[config.mk]
export PLATFORM = sky130hd
export DESIGN_NAME = fee_ctrl
export DESIGN_NICKNAME = d
export VERILOG_FILES = /design/src/hdl/fee_pkg.sv /design/src/hdl/fee_ctrl.sv
export SDC_FILE = /design/constraint.sdc
export NUM_CORES = 1
export LEC_CHECK = 0
export ABC_AREA = 1
export BUFFER_PORTS_ARGS = -buffer_cell sky130_fd_sc_hd__clkbuf_2
export CORE_ASPECT_RATIO = 1.75
export CORE_MARGIN = 2
export CORE_UTILIZATION = 31
export DETAILED_ROUTE_END_ITERATION = 8
export HOLD_SLACK_MARGIN = 0.12
export PLACE_DENSITY = 0.51
export SLEW_MARGIN = 25
export SYNTH_ARGS = -nofsm -noshare
export SYNTH_HDL_FRONTEND = slang
export SYNTH_SLANG_ARGS = --single-unit
[constraint.sdc]
create_clock -name aclk -period 3.84 [get_ports aclk]
set_input_delay 0.384 -clock aclk [delete_from_list [all_inputs] [get_ports aclk]]
set_output_delay 0.384 -clock aclk [all_outputs]
set_load 0.1 [all_outputs]
[src/hdl/fee_pkg.sv]
package fee_pkg;

    // Command codes of the input channel
    localparam logic [2:0] CMD_READ       = 3'd0;
    localparam logic [2:0] CMD_WRITE_WORD = 3'd1;
    localparam logic [2:0] CMD_WRITE_BYTE = 3'd2;
    localparam logic [2:0] CMD_FLUSH      = 3'd3;
    localparam logic [2:0] CMD_MOUNT      = 3'd4;

    // Status codes of the result channel
    localparam logic [1:0] STAT_DONE      = 2'd0;
    localparam logic [1:0] STAT_IMAGE     = 2'd1;
    localparam logic [1:0] STAT_CORRUPT   = 2'd2;
    localparam logic [1:0] STAT_UNMOUNTED = 2'd3;

    localparam logic [31:0] ERASED_WORD   = 32'hFFFF_FFFF;
    localparam logic [7:0]  UNUSED_INDEX  = 8'hFF;
    localparam logic [31:0] INDEX_FILL    = 32'hFFFF_FF00;

    typedef enum logic [4:0] {
        ST_CLEAR,
        ST_IDLE,
        ST_DISP,
        ST_WR_CMP,
        ST_M_ZERO,
        ST_M_R0,
        ST_M_R1,
        ST_M_R2,
        ST_M_R3,
        ST_M_R4,
        ST_M_SEL,
        ST_IMG_ERASE,
        ST_IMG_VER,
        ST_IMG_DATA,
        ST_IMG_RDY,
        ST_RP_B0,
        ST_RP_BASE,
        ST_RP_HISS,
        ST_RP_HDR,
        ST_RP_IDX,
        ST_RP_VAL,
        ST_FL_CNT,
        ST_FL_CHK,
        ST_FL_SCAN,
        ST_FL_SLOT,
        ST_FL_RMW,
        ST_FL_VAL,
        ST_FL_END,
        ST_FIN,
        ST_RESP
    } state_t;

    // Commands from the controller to the datapath
    typedef struct packed {
        state_t op;
        logic   latch;
        logic   load_out;
    } ctrl_t;

    // Status from the datapath to the controller
    typedef struct packed {
        logic [2:0] cmd;
        logic       mounted;
        logic       idx_ok;
        logic       cnt_last;
        logic       clr_last;
        logic       erase_last;
        logic       fresh;
        logic       p_end;
        logic       w_erased;
        logic       idx_ff;
        logic       idx_bad;
        logic       k_last;
        logic       dirty_any;
        logic       dirty_bit;
        logic       no_room;
        logic       slot_nz;
        logic       out_free;
    } stat_t;

endpackage

[src/hdl/fee_ctrl.sv]
module fee_ctrl
    import fee_pkg::*;
(
    input  logic  aclk,
    input  logic  aresetn,
    input  logic  s_valid,
    output logic  s_ready,
    input  stat_t stat,
    output ctrl_t ctrl
);

    state_t state_reg, state_next;

    // Hold the state
    always_ff @(posedge aclk) begin
        if (!aresetn) begin
            state_reg <= ST_CLEAR;
        end else begin
            state_reg <= state_next;
        end
    end

    // Advance the sequence
    always_comb begin
        state_next = state_reg;
        case (state_reg)
            ST_CLEAR:     if (stat.clr_last) state_next = ST_IDLE;
            ST_IDLE:      if (s_valid) state_next = ST_DISP;
            ST_DISP: begin
                if (stat.cmd == CMD_MOUNT) begin
                    state_next = ST_M_ZERO;
                end else if (stat.cmd inside {[CMD_READ:CMD_FLUSH]} && !stat.mounted) begin
                    state_next = ST_FIN;
                end else if (stat.cmd inside {CMD_WRITE_WORD, CMD_WRITE_BYTE}) begin
                    state_next = stat.idx_ok ? ST_WR_CMP : ST_FIN;
                end else if (stat.cmd == CMD_FLUSH) begin
                    state_next = stat.dirty_any ? ST_FL_CNT : ST_FIN;
                end else begin
                    state_next = ST_FIN;
                end
            end
            ST_WR_CMP:    state_next = ST_FIN;
            ST_M_ZERO:    if (stat.cnt_last) state_next = ST_M_R0;
            ST_M_R0:      state_next = ST_M_R1;
            ST_M_R1:      state_next = ST_M_R2;
            ST_M_R2:      state_next = ST_M_R3;
            ST_M_R3:      state_next = ST_M_R4;
            ST_M_R4:      state_next = ST_M_SEL;
            ST_M_SEL:     state_next = stat.fresh ? ST_IMG_ERASE : ST_RP_B0;
            ST_IMG_ERASE: if (stat.erase_last) state_next = ST_IMG_VER;
            ST_IMG_VER:   state_next = ST_IMG_DATA;
            ST_IMG_DATA:  if (stat.cnt_last) state_next = ST_IMG_RDY;
            ST_IMG_RDY:   state_next = ST_FIN;
            ST_RP_B0:     state_next = ST_RP_BASE;
            ST_RP_BASE:   if (stat.cnt_last) state_next = ST_RP_HISS;
            ST_RP_HISS:   state_next = stat.p_end ? ST_FIN : ST_RP_HDR;
            ST_RP_HDR:    state_next = stat.w_erased ? ST_FIN : ST_RP_IDX;
            ST_RP_IDX: begin
                if (stat.idx_ff || stat.idx_bad || stat.p_end) begin
                    state_next = ST_FIN;
                end else begin
                    state_next = ST_RP_VAL;
                end
            end
            ST_RP_VAL:    state_next = stat.k_last ? ST_RP_HISS : ST_RP_IDX;
            ST_FL_CNT:    if (stat.cnt_last) state_next = ST_FL_CHK;
            ST_FL_CHK:    state_next = stat.no_room ? ST_IMG_ERASE : ST_FL_SCAN;
            ST_FL_SCAN: begin
                if (stat.dirty_bit) begin
                    state_next = ST_FL_SLOT;
                end else if (stat.cnt_last) begin
                    state_next = ST_FL_END;
                end
            end
            ST_FL_SLOT:   state_next = stat.slot_nz ? ST_FL_RMW : ST_FL_VAL;
            ST_FL_RMW:    state_next = ST_FL_VAL;
            ST_FL_VAL:    state_next = stat.cnt_last ? ST_FL_END : ST_FL_SCAN;
            ST_FL_END:    state_next = ST_FIN;
            ST_FIN:       state_next = ST_RESP;
            ST_RESP:      if (stat.out_free) state_next = ST_IDLE;
            default:      state_next = ST_CLEAR;
        endcase
    end

    // Drive commands
    always_comb begin
        s_ready       = (state_reg == ST_IDLE);
        ctrl.op       = state_reg;
        ctrl.latch    = (state_reg == ST_IDLE) && s_valid;
        ctrl.load_out = (state_reg == ST_RESP) && stat.out_free;
    end

endmodule

== Word-level counts from Yosys, hierarchy flattened ==
Cells that the tools add are included.
Storage, ports and cells
  bits in latches: 0
  bits in writable memories: 0
  bits in registers: 5
  ROM bits: 0
  memories kept: 0
  input port bits: 22
  logic and storage cells: 81
  output and inout bits: 8
Cells by class
  bitwise gates (word level): 0
  reduce and logical (&&, ||, !) cells: 11
  muxes and demuxes: 25
  divide/modulo/power cells: 0
  equality and inequality tests: 42
  multiply operators: 0
  add/subtract/negate cells: 0
  $lt $le $gt $ge: 2
  shift-type cells: 0
Operator list (count)
  $pmux 5 s28: 1
  $mux 5: 15
  $eq 5x5->1 const B: 14
  $eq 5x4->1 const B: 8
  $mux 4: 6
  $eq 5x3->1 const B: 4
  $ne 2x2->1 const B: 8
  $eq 5x2->1 const B: 2
  $reduce_and 9->1: 1
  $eq 3x2->1 const B: 2
  $eq 5x1->1 const B: 1
  $logic_not 5->1: 1
  $logic_and 1x1->1: 4
  $mux 2: 2
  $eq 3x1->1 const B: 1
  $eq 3x3->1 const B: 1
  $ge 3x1->1 const B: 1
  $le 3x2->1 const B: 1
  $mux 3: 1
  $ne 3x3->1 const B: 1
  $reduce_or 3->1: 1
  $logic_or 1x1->1: 2
  $reduce_bool 2->1: 1
  $logic_not 1->1: 1

== Depth between registers and ports, before layout ==
  depth after elaboration: 6
  gate-level depth with buffers: 12
  mapped depth without buffers: 11

== Worst setup path after synthesis ==
OpenSTA, ideal clock, no wires.
  path type: register to output
  start point: register state_reg[3]
  end point: output port ctrl[0] (netlist bit)
  buffers on the path: 1
  cell stages (with the launch flop): 6
  data arrival time: 3.489 ns
  setup slack: -0.033 ns
  required time: 3.456 ns
  cell sequence: dfxtp_1 -> buf_6 -> nand2_2 -> inv_1 -> nand2_1 -> nor3_1
RTL lines
  start, declared: RTL line fee_ctrl.sv:12  | state_t state_reg, state_next;
  start signal, assigned: RTL line fee_ctrl.sv:19  | state_reg <= state_next;
  end, declared: RTL line fee_ctrl.sv:9  | output ctrl_t ctrl

==> metrics list <==
- Overall routing resource usage: 17.7%
* Count of endpoints failing setup in the final report: 0
* Final wirelength: 3.17 mm
- The worst setup path is captured at an output port.
- Setup repair after global routing left no endpoint under its margin.
- The synthesized netlist occupies a cell area of 1080 um2.
- The Yosys step of the flow raised 0 warnings.
* Worst hold path startpoint: aresetn
- The worst register-to-register path ends at state_reg[0]$_SDFFE_PN0P_.
- Total via count after detailed routing: 1,298
- Clock tree synthesis selected as its root buffer the cell sky130_fd_sc_hd__clkbuf_8.
* Reported max-cap violation count: 0
- Transition time of the tightest slew-check pin: 825 ps
- Synthesis inferred 5 register bits.
- Clock-pin slew was measured on the worst setup and hold paths at 30 ps.
- After floorplanning, the core was divided into 28 placement rows.
- Cell Count, Final, Fillers Out: 280
- Number of antenna violations at the first check in global routing: 0
- Average size of a mapped cell: 5.18 um2
- Slowest Stage Delay on Critical Path: 850 ps
* Largest clock skew in the final design: 1.77 ps
* DRT iter0 DRCs: 46
- Crit path kind: flip-flop to output port
* Run status: finished clean
* Fraction of the yosys area taken by sequential cells: 9.29%
- Counting I/O delays and the setup requirement, the final critical path takes 2450 ps.
- After detailed routing, the number of vias per cell comes to 4.64.
- Leakage: 0.785 nW
- For this run, the top clock speed supported by timing is 0.409 GHz.
- The final max-slew violation count is 0.
- Number of hold buffers added after CTS: 0
* Boundary Pins: 30
- The first detailed-routing pass took 4 iterations.
- Post-layout power: 1.20 mW
* Gates resized, CTS repair: 0
- The worst register-to-register path has a depth of 8.
* Aggregate global routing overflow: 0
* Floorplan core area: 3360 um2
- Max reg flops: 5
- STA classifies the critical path startpoint as a flip-flop.
* Worst supply voltage drop on vdd: 0.000357 V
- Across all hold checks on the routed design, the worst slack comes to 462 ps.
* Buffers added on ports: 29
* Starting Density: 32.0%
- The worst hold path was traced through 3 stages.
- The via count of the first global-routing pass was 1,288.
- Post-CTS timing repair inserted 0 buffers for setup.
- Part of the cycle the worst path needs: 63.7%
- Number of clock buffers inserted by TritonCTS: 3
* Clock latency of the later-clocked register in the worst-skew pair: 220 ps
- The die covers 3980 um2.
- Crit path max-delay cell type: sky130_fd_sc_hd__dfxtp_1
- Measured along the x axis, the die boundary spans 48.6 um.
- TritonCTS built the clock tree.
- Critical path arrival: 2060 ps
* Post-synthesis cell count: 208
- After synthesis, the netlist uses 26 different library cells.
* Min-delay worst type: input port to flip-flop
- Sink Count: 5
- Origin of the critical flop-to-flop path: state_reg[4]$_SDFFE_PN0P_
- Hold violation total from the final report: 0
* Crit-path cells: inv_2 > nand3_1 > nor2_1 > clkbuf_2
* CTS H-tree lvls: 1
* Layout cell share with drive strength beyond 1: 24.7%
- Total inserted antenna cells: 0
- Final Wtd Congestion: 0.852
* Total power per unit cell area: 927 nW/um2
- Nets in the synthesized netlist: 230
- The HPWL after detailed placement is 2.73 mm.
- Net count of the finished layout: 258
- Measured against its own limit, the worst slew margin works out to 44.9%.
* Height of the die: 82.0 um
* Maximum clock path buffer count: 2
- Critical path fanouts, max: 23
* Endpoint, Worst Hold: state_reg[4]$_SDFFE_PN0P_
* Worst path required time: 3460 ps
- First-pass GRT wire length: 5.53 mm
* Flop2flop setup slack: 1700 ps
- TNS Setup: 0 ps
- Entering global routing, the biggest net connects 24 pins.
- Dividing the detail-routed wire length by the instance count gives 11.3 um.
- From synthesis to final layout, the design area changed by 19.6%.
- Worst Setup Slack, final: 1390 ps
* Remaining number of nets flagged by the antenna check after routing: 0
- Final routed DRC violation total: 0
* Pre-CTS setup slack: 1630 ps
* Placed insts: 276
==> per-stage QoR <==
| stage | instance area (um2) | util (%) |
|---|---|---|
| final | 1290 | 38.3 |
| after CTS | 1290 | 38.3 |
| after floorplan | 1080 | - |
| after global placement | 1240 | 37.0 |
| after detailed placement | 1240 | 37.0 |
| after global routing | 1290 | 38.3 |
==> metal layers <==
| metal | track usage [%] | routed length, um |
|---|---|---|
| met1 | 18.3 | 1250 |
| met2 | 35.3 | 1700 |
| met3 | 2.18 | 102 |
| met4 | 8.29 | 119 |
| met5 | 0 | 0 |
==> cells in the final DEF (no fill, tap or decap), types with 3 or more instances in the layout <==
| cell type | instances |
|---|---|
| sky130_fd_sc_hd__inv_2 | 3 |
| sky130_fd_sc_hd__nand3_2 | 4 |
| sky130_fd_sc_hd__nor2_1 | 36 |
| sky130_fd_sc_hd__inv_1 | 31 |
| sky130_fd_sc_hd__nand4_1 | 8 |
| sky130_fd_sc_hd__nand3_1 | 21 |
| sky130_fd_sc_hd__dfxtp_1 | 5 |
| sky130_fd_sc_hd__nor2_2 | 4 |
| sky130_fd_sc_hd__nor2_4 | 5 |
| sky130_fd_sc_hd__clkbuf_2 | 29 |
| sky130_fd_sc_hd__clkbuf_8 | 3 |
| sky130_fd_sc_hd__a21oi_1 | 8 |
| sky130_fd_sc_hd__nand2_1 | 61 |
==> worst max-delay path: cells and delay by family, from the launching register on <==
family        cells  cell delay (ps)
buf+inv           2              660
flops             1              850
simple gates      2              340
==> Yosys cell counts <==
| cell type | instances | share of area [%] |
|---|---|---|
| sky130_fd_sc_hd__nand2_1 | 61 | 21 |
| sky130_fd_sc_hd__nor2_1 | 36 | 13 |
| sky130_fd_sc_hd__inv_1 | 31 | 11 |
| sky130_fd_sc_hd__nand3_1 | 21 | 9.8 |
| sky130_fd_sc_hd__a21oi_1 | 8 | 3.7 |
| sky130_fd_sc_hd__nand4_1 | 8 | 4.6 |
| sky130_fd_sc_hd__dfxtp_1 | 5 | 9.3 |
| sky130_fd_sc_hd__nor2_4 | 5 | 5.2 |
| sky130_fd_sc_hd__nand3_2 | 4 | 3.7 |
| sky130_fd_sc_hd__nor2_2 | 4 | 2.3 |
| sky130_fd_sc_hd__inv_2 | 3 | 1.0 |
| sky130_fd_sc_hd__nor3_1 | 3 | 1.4 |
| sky130_fd_sc_hd__buf_2 | 2 | 0.93 |
| sky130_fd_sc_hd__buf_4 | 2 | 1.4 |
| sky130_fd_sc_hd__nand2_2 | 2 | 1.2 |
| sky130_fd_sc_hd__nand3b_2 | 2 | 2.1 |
| sky130_fd_sc_hd__o21ai_0 | 2 | 0.93 |
| sky130_fd_sc_hd__a21oi_2 | 1 | 0.81 |
| sky130_fd_sc_hd__a22oi_1 | 1 | 0.70 |
| sky130_fd_sc_hd__buf_6 | 1 | 1.0 |
| sky130_fd_sc_hd__clkbuf_1 | 1 | 0.35 |
| sky130_fd_sc_hd__inv_4 | 1 | 0.58 |
| sky130_fd_sc_hd__nand2_4 | 1 | 1.0 |
| sky130_fd_sc_hd__nor2_8 | 1 | 1.9 |
| sky130_fd_sc_hd__nor2b_1 | 1 | 0.58 |
| sky130_fd_sc_hd__o21ai_2 | 1 | 0.81 |
==> layout make-up <==
class	count	area (um2)
sequential	5	100
tap	45	56.3
fill	418	2070
inverter	35	134
multi-input combinational	162	808
clock buffer	4	45.0
timing repair buffer	29	145
==> cell families (layout without fill, tap and decap cells) <==
group                  Yosys count  in the layout  share of synthesized area [%]
flip-flops                       5              5                           9.29
AND/OR/NAND/NOR                149            149                           67.6
buffers and inverters           41             68                           16.1
AO/OA/AOI/OAI                   13             13                           6.97
==> where the power goes <==
group | leakage [nW] | internal, mW | switching (mW) | total, mW
clock network | 0.0228 | 0.0710 | 0.0230 | 0.0941
logic | 0.721 | 0.231 | 0.689 | 0.919
registers | 0.0409 | 0.0790 | 0.103 | 0.182
total | 0.785 | 0.381 | 0.815 | 1.20
==> how the worst max path moves through the flow <==
stage / from / endpoint / slack [ps] / cells after the start
2_1_floorplan: state_reg[0]$_SDFFE_PN0P_ / ctrl[1] / 580 / 5
3_3_place_gp: state_reg[4]$_SDFFE_PN0P_ / s_ready / 1660 / 4
3_5_place_dp: state_reg[4]$_SDFFE_PN0P_ / ctrl[1] / 1630 / 4
4_1_cts: state_reg[4]$_SDFFE_PN0P_ / ctrl[1] / 1410 / 4
5_1_grt: state_reg[4]$_SDFFE_PN0P_ / s_ready / 1260 / 4
6_report: state_reg[4]$_SDFFE_PN0P_ / ctrl[1] / 1390 / 4
No activity file was read; power rests on OpenSTA's default activity.
